### config.mk
export PLATFORM = sky130hd
export DESIGN_NAME = chi_square_anomaly_detector_core_flat
export DESIGN_NICKNAME = d
export VERILOG_FILES = /design/src/sv/csad_pkg.sv /design/src/sv/csad_in_if.sv /design/src/sv/csad_out_if.sv /design/src/sv/csad_cfg_regs.sv /design/src/sv/csad_div.sv /design/src/sv/chi_square_anomaly_detector_core.sv /design/src/flat_wrapper.sv
export SDC_FILE = /design/constraint.sdc
export NUM_CORES = 2
export LEC_CHECK = 0
export ABC_AREA = 0
export BUFFER_PORTS_ARGS = -buffer_cell sky130_fd_sc_hd__buf_4
export CORE_MARGIN = 4
export CORE_UTILIZATION = 30
export CTS_BUF_LIST = sky130_fd_sc_hd__clkbuf_2 sky130_fd_sc_hd__clkbuf_4 sky130_fd_sc_hd__clkbuf_8
export DETAILED_ROUTE_END_ITERATION = 10
export SYNTH_ARGS = -nofsm -noshare
export SYNTH_HDL_FRONTEND = slang
export SYNTH_SLANG_ARGS = --single-unit
### constraint.sdc
create_clock -name clk -period 20.6 [get_ports clk]
set_input_delay 5.15 -clock clk [delete_from_list [all_inputs] [get_ports clk]]
set_output_delay 5.15 -clock clk [all_outputs]
set_load 0.05 [all_outputs]
### src/sv/csad_pkg.sv
`timescale 1ns / 1ps

package csad_pkg;

  // default width of the in-window point counter
  localparam int COUNT_BITS_DEF = 16;

  // shared serial divider
  localparam int DIV_W  = 32;
  localparam int STEP_W = 6;
  localparam logic [STEP_W-1:0] RES_STEPS = 6'd24;
  localparam logic [STEP_W-1:0] FIN_STEPS = 6'd32;

  // saturation limits of |z| in Q8.16
  localparam logic [23:0] DEV_POS_MAX = 24'd8388607;
  localparam logic [23:0] DEV_NEG_MAX = 24'd8388608;

  // register reset values
  localparam logic [31:0] THRESHOLD_RST = 32'd131072;
  localparam logic [15:0] SCALE_LO_RST  = 16'd16;
  localparam logic [15:0] SCALE_HI_RST  = 16'd16000;
  localparam logic [15:0] MIN_COUNT_RST = 16'd3;

  // register indexes
  typedef enum logic [1:0] {
    CFG_THRESHOLD = 2'd0,
    CFG_SCALE_LO  = 2'd1,
    CFG_SCALE_HI  = 2'd2,
    CFG_MIN_COUNT = 2'd3
  } csad_cfg_idx_t;

  typedef struct packed {
    logic [31:0] threshold;
    logic [15:0] scale_lo;
    logic [15:0] scale_hi;
    logic [15:0] min_count;
  } csad_cfg_t;

  typedef struct packed {
    logic              start;
    logic [STEP_W-1:0] steps;
    logic [DIV_W-1:0]  rem_init;
    logic [DIV_W-1:0]  dividend;
    logic [DIV_W-1:0]  divisor;
  } csad_div_req_t;

  typedef struct packed {
    logic             done;
    logic [DIV_W-1:0] quotient;
  } csad_div_rsp_t;

  typedef enum logic [3:0] {
    ST_IDLE,
    ST_WINDOW,
    ST_ABS,
    ST_RANGE,
    ST_DIVIDE,
    ST_SQUARE,
    ST_ACCUM,
    ST_CLOSE,
    ST_REDUCE,
    ST_EMIT
  } csad_state_t;

endpackage

### src/sv/csad_in_if.sv
`timescale 1ns / 1ps

interface csad_in_if;
  logic               valid;
  logic               ready;
  logic        [15:0] angular_scale;
  logic signed [31:0] observed_shear;
  logic signed [31:0] shear_error;
  logic signed [31:0] predicted_shear;
  logic               final_point;

  modport source (
    output valid, angular_scale, observed_shear, shear_error, predicted_shear, final_point,
    input  ready
  );

  modport sink (
    input  valid, angular_scale, observed_shear, shear_error, predicted_shear, final_point,
    output ready
  );
endinterface

### src/sv/csad_out_if.sv
`timescale 1ns / 1ps

interface csad_out_if;
  logic        valid;
  logic        ready;
  logic        anomaly_found;
  logic        enough_points;
  logic [31:0] reduced_chi_square;
  logic [23:0] largest_deviation;
  logic [15:0] points_used;

  modport source (
    output valid, anomaly_found, enough_points, reduced_chi_square, largest_deviation,
           points_used,
    input  ready
  );

  modport sink (
    input  valid, anomaly_found, enough_points, reduced_chi_square, largest_deviation,
           points_used,
    output ready
  );
endinterface

### src/sv/csad_cfg_regs.sv
`timescale 1ns / 1ps

module csad_cfg_regs (
  input  logic                 clk,
  input  logic                 rst_n,
  input  logic                 cfg_we,
  input  logic [1:0]           cfg_index,
  input  logic [31:0]          cfg_data,
  output csad_pkg::csad_cfg_t  cfg_o
);
  import csad_pkg::*;

  csad_cfg_t cfg_r;
  csad_cfg_t cfg_nxt;

  // register write decode
  always_comb begin
    cfg_nxt = cfg_r;
    if (cfg_we) begin
      unique case (csad_cfg_idx_t'(cfg_index))
        CFG_THRESHOLD: cfg_nxt.threshold = cfg_data;
        CFG_SCALE_LO:  cfg_nxt.scale_lo  = cfg_data[15:0];
        CFG_SCALE_HI:  cfg_nxt.scale_hi  = cfg_data[15:0];
        CFG_MIN_COUNT: cfg_nxt.min_count = cfg_data[15:0];
        default:       cfg_nxt = cfg_r;
      endcase
    end
  end

  always_ff @(posedge clk) begin
    if (!rst_n) begin
      cfg_r.threshold <= THRESHOLD_RST;
      cfg_r.scale_lo  <= SCALE_LO_RST;
      cfg_r.scale_hi  <= SCALE_HI_RST;
      cfg_r.min_count <= MIN_COUNT_RST;
    end else begin
      cfg_r <= cfg_nxt;
    end
  end

  assign cfg_o = cfg_r;

endmodule

### src/sv/csad_div.sv
`timescale 1ns / 1ps

// restoring divider, one quotient bit per cycle
module csad_div (
  input  logic                     clk,
  input  logic                     rst_n,
  input  csad_pkg::csad_div_req_t  req_i,
  output csad_pkg::csad_div_rsp_t  rsp_o
);
  import csad_pkg::*;

  logic              busy_r,  busy_nxt;
  logic              done_r,  done_nxt;
  logic [STEP_W-1:0] cnt_r,   cnt_nxt;
  logic [DIV_W-1:0]  rem_r,   rem_nxt;
  logic [DIV_W-1:0]  quo_r,   quo_nxt;
  logic [DIV_W-1:0]  dsr_r,   dsr_nxt;

  logic [DIV_W:0]    trial;
  logic [DIV_W:0]    trial_sub;
  logic              fits;

  // shift in next dividend bit and try the subtract
  always_comb begin
    trial     = {rem_r, quo_r[DIV_W-1]};
    trial_sub = trial - {1'b0, dsr_r};
    fits      = trial >= {1'b0, dsr_r};
  end

  always_comb begin
    busy_nxt = busy_r;
    done_nxt = 1'b0;
    cnt_nxt  = cnt_r;
    rem_nxt  = rem_r;
    quo_nxt  = quo_r;
    dsr_nxt  = dsr_r;
    if (req_i.start) begin
      busy_nxt = 1'b1;
      cnt_nxt  = req_i.steps;
      rem_nxt  = req_i.rem_init;
      quo_nxt  = req_i.dividend;
      dsr_nxt  = req_i.divisor;
    end else if (busy_r) begin
      rem_nxt = fits ? trial_sub[DIV_W-1:0] : trial[DIV_W-1:0];
      quo_nxt = {quo_r[DIV_W-2:0], fits};
      cnt_nxt = cnt_r - STEP_W'(1);
      if (cnt_r == STEP_W'(1)) begin
        busy_nxt = 1'b0;
        done_nxt = 1'b1;
      end
    end
  end

  always_ff @(posedge clk) begin
    if (!rst_n) begin
      busy_r <= 1'b0;
      done_r <= 1'b0;
      cnt_r  <= '0;
    end else begin
      busy_r <= busy_nxt;
      done_r <= done_nxt;
      cnt_r  <= cnt_nxt;
    end
  end

  always_ff @(posedge clk) begin
    rem_r <= rem_nxt;
    quo_r <= quo_nxt;
    dsr_r <= dsr_nxt;
  end

  assign rsp_o.done     = done_r;
  assign rsp_o.quotient = quo_r;

endmodule

### src/sv/chi_square_anomaly_detector_core.sv
`timescale 1ns / 1ps

// channel   dir  handshake          payload
// in_chan   in   valid / ready      angular_scale, observed/predicted_shear, shear_error,
//                                   final_point
// out_chan  out  valid / ready      anomaly_found, enough_points, reduced_chi_square,
//                                   largest_deviation, points_used
// cfg_*     in   cfg_we (no stall)  cfg_index, cfg_data
//
// one request at a time: an in-window point with positive error goes window, abs, range,
// the 24-step divider, square, accumulate, close; a saturating residual skips the divider,
// other points go window to close; a final point adds a 32-step divide of the sum and a load
// in_chan.ready is high only in the idle state; a waiting result does not block input,
// the next result waits in the emit state until the output register is free
// rst_n is synchronous: registers back to defaults, accumulators cleared

module chi_square_anomaly_detector_core #(
  parameter int COUNT_BITS = csad_pkg::COUNT_BITS_DEF
) (
  input  logic        clk,
  input  logic        rst_n,
  csad_in_if.sink     in_chan,
  csad_out_if.source  out_chan,
  input  logic        cfg_we,
  input  logic [1:0]  cfg_index,
  input  logic [31:0] cfg_data
);
  import csad_pkg::*;

  localparam logic [COUNT_BITS-1:0] COUNT_MAX = {COUNT_BITS{1'b1}};

  csad_cfg_t     cfg;
  csad_div_req_t div_req;
  csad_div_rsp_t div_rsp;

  csad_state_t state_r, state_nxt;

  // request payload
  logic [15:0] scale_r,  scale_nxt;
  logic [31:0] obs_r,    obs_nxt;
  logic [31:0] err_r,    err_nxt;
  logic [31:0] pred_r,   pred_nxt;
  logic        last_r,   last_nxt;

  // residual datapath
  logic [32:0] diff_r,   diff_nxt;
  logic [32:0] mag_r,    mag_nxt;
  logic        neg_r,    neg_nxt;
  logic [23:0] q_r,      q_nxt;
  logic [47:0] sq_r,     sq_nxt;
  logic [31:0] red_r,    red_nxt;

  // accumulators
  logic [47:0]           sum_r,   sum_nxt;
  logic [23:0]           peak_r,  peak_nxt;
  logic [COUNT_BITS-1:0] count_r, count_nxt;

  // output register
  logic        out_valid_r,   out_valid_nxt;
  logic        anomaly_r,     anomaly_nxt;
  logic        enough_r,      enough_nxt;
  logic [31:0] out_red_r,     out_red_nxt;
  logic [23:0] out_dev_r,     out_dev_nxt;
  logic [15:0] out_used_r,    out_used_nxt;

  logic        in_window;
  logic        err_pos;
  logic        overflow;
  logic [23:0] cap;
  logic [23:0] q_div;
  logic [48:0] sum_add;
  logic [31:0] count_ext;
  logic        enough;
  logic        out_free;

  csad_cfg_regs u_cfg (
    .clk       (clk),
    .rst_n     (rst_n),
    .cfg_we    (cfg_we),
    .cfg_index (cfg_index),
    .cfg_data  (cfg_data),
    .cfg_o     (cfg)
  );

  csad_div u_div (
    .clk   (clk),
    .rst_n (rst_n),
    .req_i (div_req),
    .rsp_o (div_rsp)
  );

  // shared terms
  always_comb begin
    in_window = (scale_r >= cfg.scale_lo) && (scale_r <= cfg.scale_hi);
    err_pos   = !err_r[31] && (err_r != '0);
    overflow  = {6'b0, mag_r} >= {err_r[30:0], 8'b0};
    cap       = neg_r ? DEV_NEG_MAX : DEV_POS_MAX;
    q_div     = div_rsp.quotient[23:0];
    sum_add   = {1'b0, sum_r} + {1'b0, sq_r};
    count_ext = 32'(count_r);
    enough    = (count_r != '0) && (count_ext >= 32'(cfg.min_count));
    out_free  = !out_valid_r || out_chan.ready;
  end

  // state machine and datapath
  always_comb begin
    state_nxt     = state_r;
    scale_nxt     = scale_r;
    obs_nxt       = obs_r;
    err_nxt       = err_r;
    pred_nxt      = pred_r;
    last_nxt      = last_r;
    diff_nxt      = diff_r;
    mag_nxt       = mag_r;
    neg_nxt       = neg_r;
    q_nxt         = q_r;
    sq_nxt        = sq_r;
    red_nxt       = red_r;
    sum_nxt       = sum_r;
    peak_nxt      = peak_r;
    count_nxt     = count_r;
    out_valid_nxt = out_valid_r && !out_chan.ready;
    anomaly_nxt   = anomaly_r;
    enough_nxt    = enough_r;
    out_red_nxt   = out_red_r;
    out_dev_nxt   = out_dev_r;
    out_used_nxt  = out_used_r;
    in_chan.ready = 1'b0;

    div_req.start    = 1'b0;
    div_req.steps    = RES_STEPS;
    div_req.rem_init = {7'b0, mag_r[32:8]};
    div_req.dividend = {mag_r[7:0], 24'b0};
    div_req.divisor  = {1'b0, err_r[30:0]};

    unique case (state_r)
      ST_IDLE: begin
        in_chan.ready = 1'b1;
        if (in_chan.valid) begin
          scale_nxt = in_chan.angular_scale;
          obs_nxt   = in_chan.observed_shear;
          err_nxt   = in_chan.shear_error;
          pred_nxt  = in_chan.predicted_shear;
          last_nxt  = in_chan.final_point;
          state_nxt = ST_WINDOW;
        end
      end
      // window check, count, raw residual
      ST_WINDOW: begin
        diff_nxt = {obs_r[31], obs_r} - {pred_r[31], pred_r};
        if (in_window && count_r != COUNT_MAX) begin
          count_nxt = count_r + COUNT_BITS'(1);
        end
        state_nxt = (in_window && err_pos) ? ST_ABS : ST_CLOSE;
      end
      ST_ABS: begin
        neg_nxt   = diff_r[32];
        mag_nxt   = diff_r[32] ? (33'd0 - diff_r) : diff_r;
        state_nxt = ST_RANGE;
      end
      // quotient of 2^24 or more saturates without dividing
      ST_RANGE: begin
        if (overflow) begin
          q_nxt     = cap;
          state_nxt = ST_SQUARE;
        end else begin
          div_req.start = 1'b1;
          state_nxt     = ST_DIVIDE;
        end
      end
      ST_DIVIDE: begin
        if (div_rsp.done) begin
          q_nxt     = (q_div > cap) ? cap : q_div;
          state_nxt = ST_SQUARE;
        end
      end
      ST_SQUARE: begin
        sq_nxt    = 48'(q_r) * 48'(q_r);
        state_nxt = ST_ACCUM;
      end
      // saturating sum and running peak
      ST_ACCUM: begin
        sum_nxt = sum_add[48] ? {48{1'b1}} : sum_add[47:0];
        if (q_r > peak_r) begin
          peak_nxt = q_r;
        end
        state_nxt = ST_CLOSE;
      end
      ST_CLOSE: begin
        div_req.steps    = FIN_STEPS;
        div_req.rem_init = '0;
        div_req.dividend = sum_r[47:16];
        div_req.divisor  = count_ext;
        if (!last_r) begin
          state_nxt = ST_IDLE;
        end else if (count_r == '0) begin
          red_nxt   = '0;
          state_nxt = ST_EMIT;
        end else begin
          div_req.start = 1'b1;
          state_nxt     = ST_REDUCE;
        end
      end
      ST_REDUCE: begin
        if (div_rsp.done) begin
          red_nxt   = div_rsp.quotient;
          state_nxt = ST_EMIT;
        end
      end
      // load output register and clear accumulators together
      ST_EMIT: begin
        if (out_free) begin
          out_valid_nxt = 1'b1;
          enough_nxt    = enough;
          anomaly_nxt   = enough && (red_r > cfg.threshold);
          out_red_nxt   = red_r;
          out_dev_nxt   = peak_r;
          out_used_nxt  = (count_ext > 32'hFFFF) ? 16'hFFFF : count_ext[15:0];
          sum_nxt       = '0;
          peak_nxt      = '0;
          count_nxt     = '0;
          state_nxt     = ST_IDLE;
        end
      end
      default: state_nxt = ST_IDLE;
    endcase
  end

  always_ff @(posedge clk) begin
    if (!rst_n) begin
      state_r     <= ST_IDLE;
      sum_r       <= '0;
      peak_r      <= '0;
      count_r     <= '0;
      out_valid_r <= 1'b0;
    end else begin
      state_r     <= state_nxt;
      sum_r       <= sum_nxt;
      peak_r      <= peak_nxt;
      count_r     <= count_nxt;
      out_valid_r <= out_valid_nxt;
    end
  end

  always_ff @(posedge clk) begin
    scale_r    <= scale_nxt;
    obs_r      <= obs_nxt;
    err_r      <= err_nxt;
    pred_r     <= pred_nxt;
    last_r     <= last_nxt;
    diff_r     <= diff_nxt;
    mag_r      <= mag_nxt;
    neg_r      <= neg_nxt;
    q_r        <= q_nxt;
    sq_r       <= sq_nxt;
    red_r      <= red_nxt;
    anomaly_r  <= anomaly_nxt;
    enough_r   <= enough_nxt;
    out_red_r  <= out_red_nxt;
    out_dev_r  <= out_dev_nxt;
    out_used_r <= out_used_nxt;
  end

  assign out_chan.valid              = out_valid_r;
  assign out_chan.anomaly_found      = anomaly_r;
  assign out_chan.enough_points      = enough_r;
  assign out_chan.reduced_chi_square = out_red_r;
  assign out_chan.largest_deviation  = out_dev_r;
  assign out_chan.points_used        = out_used_r;

endmodule
### src/flat_wrapper.sv
// flat-port wrapper written by rule: the top's interface ports become plain ports
module chi_square_anomaly_detector_core_flat import csad_pkg::*;
#(
  parameter int COUNT_BITS = csad_pkg::COUNT_BITS_DEF
)
  (clk, rst_n, cfg_we, cfg_index, cfg_data, in_chan_valid, in_chan_angular_scale, in_chan_observed_shear, in_chan_shear_error, in_chan_predicted_shear, in_chan_final_point, in_chan_ready, out_chan_valid, out_chan_anomaly_found, out_chan_enough_points, out_chan_reduced_chi_square, out_chan_largest_deviation, out_chan_points_used, out_chan_ready);
  csad_in_if in_chan_i ();
  csad_out_if out_chan_i ();
  input  logic clk;
  input  logic rst_n;
  input  logic cfg_we;
  input  logic [1:0] cfg_index;
  input  logic [31:0] cfg_data;
  input wire logic [$bits(in_chan_i.valid)-1:0] in_chan_valid;
  input wire logic [$bits(in_chan_i.angular_scale)-1:0] in_chan_angular_scale;
  input wire logic [$bits(in_chan_i.observed_shear)-1:0] in_chan_observed_shear;
  input wire logic [$bits(in_chan_i.shear_error)-1:0] in_chan_shear_error;
  input wire logic [$bits(in_chan_i.predicted_shear)-1:0] in_chan_predicted_shear;
  input wire logic [$bits(in_chan_i.final_point)-1:0] in_chan_final_point;
  output wire logic [$bits(in_chan_i.ready)-1:0] in_chan_ready;
  output wire logic [$bits(out_chan_i.valid)-1:0] out_chan_valid;
  output wire logic [$bits(out_chan_i.anomaly_found)-1:0] out_chan_anomaly_found;
  output wire logic [$bits(out_chan_i.enough_points)-1:0] out_chan_enough_points;
  output wire logic [$bits(out_chan_i.reduced_chi_square)-1:0] out_chan_reduced_chi_square;
  output wire logic [$bits(out_chan_i.largest_deviation)-1:0] out_chan_largest_deviation;
  output wire logic [$bits(out_chan_i.points_used)-1:0] out_chan_points_used;
  input wire logic [$bits(out_chan_i.ready)-1:0] out_chan_ready;
  assign in_chan_i.valid = in_chan_valid;
  assign in_chan_i.angular_scale = in_chan_angular_scale;
  assign in_chan_i.observed_shear = in_chan_observed_shear;
  assign in_chan_i.shear_error = in_chan_shear_error;
  assign in_chan_i.predicted_shear = in_chan_predicted_shear;
  assign in_chan_i.final_point = in_chan_final_point;
  assign in_chan_ready = in_chan_i.ready;
  assign out_chan_valid = out_chan_i.valid;
  assign out_chan_anomaly_found = out_chan_i.anomaly_found;
  assign out_chan_enough_points = out_chan_i.enough_points;
  assign out_chan_reduced_chi_square = out_chan_i.reduced_chi_square;
  assign out_chan_largest_deviation = out_chan_i.largest_deviation;
  assign out_chan_points_used = out_chan_i.points_used;
  assign out_chan_i.ready = out_chan_ready;
  chi_square_anomaly_detector_core #(.COUNT_BITS(COUNT_BITS)) u_core (.clk(clk), .rst_n(rst_n), .in_chan(in_chan_i), .out_chan(out_chan_i), .cfg_we(cfg_we), .cfg_index(cfg_index), .cfg_data(cfg_data));
endmodule
Word level (Yosys, flattened, before mapping) --
Index checks and enable logic that the tools add are counted.
Operators by class: eq/ne operators 23, bitwise operators 2, muxes and demuxes 47, reduce and logical (&&, ||, !) cells 34, multiply operators 1, order comparisons 9, add/subtract/negate cells 6
Operators with widths (count):
- $mux W32 | 9
- $mux W24 | 6
- $mux W102 | 1
- $mux W48 | 2
- $pmux W24 S2 | 2
- $pmux W48 S2 | 1
- $pmux W32 S2 | 1
- $add A48 B48 Y49 | 1
- $gt A24 B24 Y1 | 2
- $mul A24 B24 Y48 | 1
- $pmux W4 S10 | 1
- $ge A33 B39 Y1 | 1
- $ge A33 B32 Y1 | 1
- $sub A1 B33 Y33 const A | 1
- $sub A32 B32 Y33 | 1
- $ge A16 B16 Y1 | 2
- $gt A32 B32 Y1 | 1
- $mux W16 | 2
- $pmux W16 S2 | 1
- $reduce_bool A32 Y1 | 1
- $sub A32 B32 Y32 | 1
- $mux W4 | 5
- $add A16 B1 Y16 const B | 1
- $eq A4 B3 Y1 const B | 4
- 29 further kinds | 73
Word-level totals: word-level logic and storage cells 155, register bits 635

Logic depth before layout (Yosys ltp) --
depth in word-level cells 5, mapped depth 28

By module --
Synthesis repeated with hierarchy kept, for this count alone.
Unflattened totals: cell total of the unflattened synthesis 4929, area total of the unflattened synthesis 50220.7 um^2
Modules (own cells, without submodules):
- chi_square_anomaly_detector_core | area each 40919.2 um^2, cells each 4057, instances 1
- csad_div | area each 6184.7 um^2, cells each 561, instances 1
- csad_cfg_regs | area each 3116.7 um^2, cells each 311, instances 1

Least setup slack after synthesis --
Ideal clock, no wire load.
path type input to register, from input port in_chan_valid, to register u_core.err_r[0], enable pin, required time 20117 ps, library setup time 483 ps, arrival time 7749 ps, path buffers 0, stages on the path 1, slack 12368 ps, cell sequence and2_1
Between the ends: longest elaborated chain between the ends 1
RTL lines:
- start, declared | line flat_wrapper.sv:14 | input wire logic [$bits(in_chan_i.valid)-1:0] in_chan_valid;
- $reduce_and A2 Y1 (no source line)
- end signal, assigned | line chi_square_anomaly_detector_core.sv:248 | err_r <= err_nxt;
- end, declared | line chi_square_anomaly_detector_core.sv:41 | logic [31:0] err_r, err_nxt;
No other way between the ends. A chain may end at the register's enable or synchronous reset.

Worst setup path in the final report --
from register u_core.q_r[7], to register u_core.sq_r[45] (data pin)
Between the ends: longest elaborated chain between the ends 1
RTL lines:
- start, declared | line chi_square_anomaly_detector_core.sv:49 | logic [23:0] q_r, q_nxt;
- start signal, assigned | line chi_square_anomaly_detector_core.sv:254 | q_r <= q_nxt;
- $mul A24 B24 Y48 | line chi_square_anomaly_detector_core.sv:178 | sq_nxt = 48'(q_r) * 48'(q_r);
- end signal, assigned | line chi_square_anomaly_detector_core.sv:255 | sq_r <= sq_nxt;
- end, declared | line chi_square_anomaly_detector_core.sv:50 | logic [47:0] sq_r, sq_nxt;
No other way between the ends.

==> out/metrics.cfg <==
[run_status]
status=completed

[setup_path]
critPathSlowestCell=edfxtp_1
crit_fanout=24
worstSetupPathType=flip-flop to flip-flop
path_buf_inv=7
arrival_ns=8.93
startpoint_type=flip-flop
critical-path-top-delay-family=adder cells
worstSetupEndpointType=flip-flop
worst_ep_required_time_ns=21.12
cpPeakStageDelay_ns=1.12

[detailed_routing]
dr.first_iter.drc_count=2465
routed_via_density=4.76
vias=35800
first_pass_iters=5
wire_per_inst_um=17.3
antenna_left=0
totalWireLength_um=130000
route.detailed.drc=0

[timing]
finalCriticalPeriod_ns=8.42
finClkSkew_ns=0.0649
rsz0062_at_grt=no
fmax_ghz=0.119
hold_slack_ns=0.451
slew_viol_final=0
relSlewSlack_pct=19.9
tns_ns=0
hold_viol_final=0
tightest_slew_ns=1.20
fin_crit_sh_pct=40.8
layout_setup_ws_ns=12.19
setup_violations=0

[clock_tree]
cts_sinks=633
htree_levels=3
cts_hold_buf=0
clockBufferDepth=3
cts-root-buf=clkbuf_8
clock_latency_ns=0.81
clkSlewWorstSetupHoldPaths_ns=0.07
cts_setup_buffers=0
cts_tree=yes
cts_resized=0
cts-buffers-inserted=106

[layout]
mostFrequentLayoutCells=inv_1, nand2_1, edfxtp_1
syn2layout_area_growth_pct=13.0
drive_above_1_share_pct=10.0
stdcell_area_um2=56300
nets=6253
layout_commonest_cell=inv_1

[global_route]
track_usage_pct=15.0
antenna_found_initial=4
gr-total-overflow=0
grt_pass1_vias=36800
grt_start_max_net_pins=88
grt_pass1_wl_um=207000

[pwr]
netSwitchingPower_mw=1.20
clockPowerShare_pct=33.1
swShare_pct=31.4
power.density_nw_per_um2=67.8
power_frac_seq_pct=43.0
p_leak_nw=25.1
ir_worst_vdd_mv=0.0572
p_comb_share_pct=23.9
power.internal_mw=2.62

[logic_synthesis]
syn_area_um2=49800
synthArstFlopShare_pct=0
yosysUniqueCellTypes=93
ys_ff_latch=633
yosysSeqAreaShare_pct=34.6
syn_area_per_cell_um2=9.90
syn_inst=5029
yosysWarnings=0
ys.flop_type=edfxtp_1
synthesis.nets=6056
synth_edf_count=452

[min_path]
min_path_type=flip-flop to flip-flop

[floorplanning]
die_h_um=415
num_rows=149
floorplan.die.width_um=415
start_util_pct=30.2
design.die.area_um2=172000
coreArea_um2=165000
io_pins=228

[place]
placement.cell_area_um2=53800
place_congestion=0.895
place_ws_ns=12.23
portBuffers=227
hpwl_um=99900

[run]
cap_viol_max_count=0

## power groups by stage
stage | logic, mW | clock network, mW | registers [mW]
CTS | 0.916 | 1.31 | 1.64
global route | 1.02 | 1.37 | 1.65
global placement | 0.895 | 0 | 1.66
detailed placement | 0.911 | 0 | 1.67
finish | 0.913 | 1.26 | 1.64
floorplan | 0.669 | 0 | 1.63
## cells in the mapped netlist (all sizes together) (6+ instances only)
| cell | number | area [um2] |
|---|---|---|
| a31oi | 18 | 128 |
| nor4 | 30 | 203 |
| or4 | 8 | 60.1 |
| a21o | 100 | 751 |
| nor2 | 151 | 569 |
| nand3 | 57 | 290 |
| dfxtp | 181 | 3620 |
| nand2b | 29 | 181 |
| o211ai | 27 | 226 |
| buf | 27 | 173 |
| xor2 | 46 | 403 |
| a22oi | 13 | 97.6 |
| xnor2 | 142 | 1240 |
| and3 | 19 | 119 |
| clkbuf | 147 | 553 |
| o41ai | 6 | 52.6 |
| o21bai | 30 | 225 |
| inv | 870 | 3270 |
| nand4 | 53 | 332 |
| nor2b | 43 | 269 |
| a211oi | 26 | 238 |
| a21boi | 86 | 646 |
| o31ai | 46 | 359 |
| a21oi | 248 | 1340 |
| nor3 | 59 | 295 |
| edfxtp | 452 | 13600 |
| or3 | 20 | 125 |
| mux2i | 65 | 651 |
| fa | 435 | 8710 |
| o21a | 30 | 225 |
| a221oi | 8 | 70.1 |
| and2 | 142 | 893 |
| nand2 | 718 | 2700 |
| and4 | 8 | 72.6 |
| o21ai | 163 | 838 |
| or2 | 12 | 75.1 |
| ha | 440 | 5510 |
## final timing paths
path,endpoint,start,cells past startpoint,slack [ns]
worst max register to register,u_core.sq_r[45],u_core.q_r[7],25,12.19
worst max-delay path,u_core.sq_r[45],u_core.q_r[7],25,12.19
worst min-delay path,u_core.out_chan.largest_deviation[5],u_core.peak_r[5],0,0.45
worst min register to register,u_core.out_chan.largest_deviation[5],u_core.peak_r[5],0,0.45
## metrics by stage
step | power [mW] | utilization, % | instances
finish | 3.82 | 34.1 | 7509
global route | 4.04 | 34.1 | 7509
CTS | 3.87 | 34.1 | 7505
detailed placement | 2.58 | 32.6 | 7307
global placement | 2.56 | 32.6 | 7307
floorplan | 2.30 | - | 5029
## flip-flops by register name (all words and copies together) (netlist names), 4 cells and up
name / count
u_core.sum_r: 48
u_core.peak_r: 24
u_core.u_div.dsr_r: 31
u_core.state_r: 4
u_core.count_r: 16
u_core.mag_r: 33
u_core.out_chan.reduced_chi_square: 32
u_core.scale_r: 16
u_core.q_r: 24
u_core.obs_r: 32
u_core.diff_r: 33
u_core.u_div.cnt_r: 6
u_core.u_cfg.cfg_o: 80
u_core.err_r: 32
u_core.sq_r: 47
u_core.out_chan.largest_deviation: 24
u_core.pred_r: 32
u_core.u_div.rem_r: 32
u_core.red_r: 32
u_core.out_chan.points_used: 16
u_core.u_div.quo_r: 32
## cell families after synthesis
family / Yosys count / synth area share [%]
and+or+nand+nor: 1368 / 12.8
buffers and inverters: 1044 / 8.02
adders and majority gates: 875 / 28.6
AOI/OAI and AO/OA: 853 / 11.4
DFF: 633 / 34.6
xor gates and xnor gates: 188 / 3.31
muxes: 68 / 1.38
## routing by layer
metal | vias to the layer above | GRT usage [%] | wire, um | part of all wire (%)
met1 | 17600 | 19.5 | 56400 | 43
met4 | 0 | 5.55 | 4290 | 3.3
li1 | 17100 | - | - | -
met2 | 943 | 25.6 | 63200 | 49
met5 | - | 0 | 0 | 0
met3 | 179 | 1.72 | 6170 | 4.7
## final cells by class
cell class                      instances  area, um2
Antenna cell                            4       10.0
Clock buffer                          150       1880
Clock inverter                         48        544
Fill cell                           16700     109000
Inverter                              870       3270
Multi-Input combinational cell       3352      28600
Sequential cell                       633      17200
Tap cell                             2189       2740
Timing Repair Buffer                  263       1970
No activity file was read; power rests on OpenSTA's default activity.
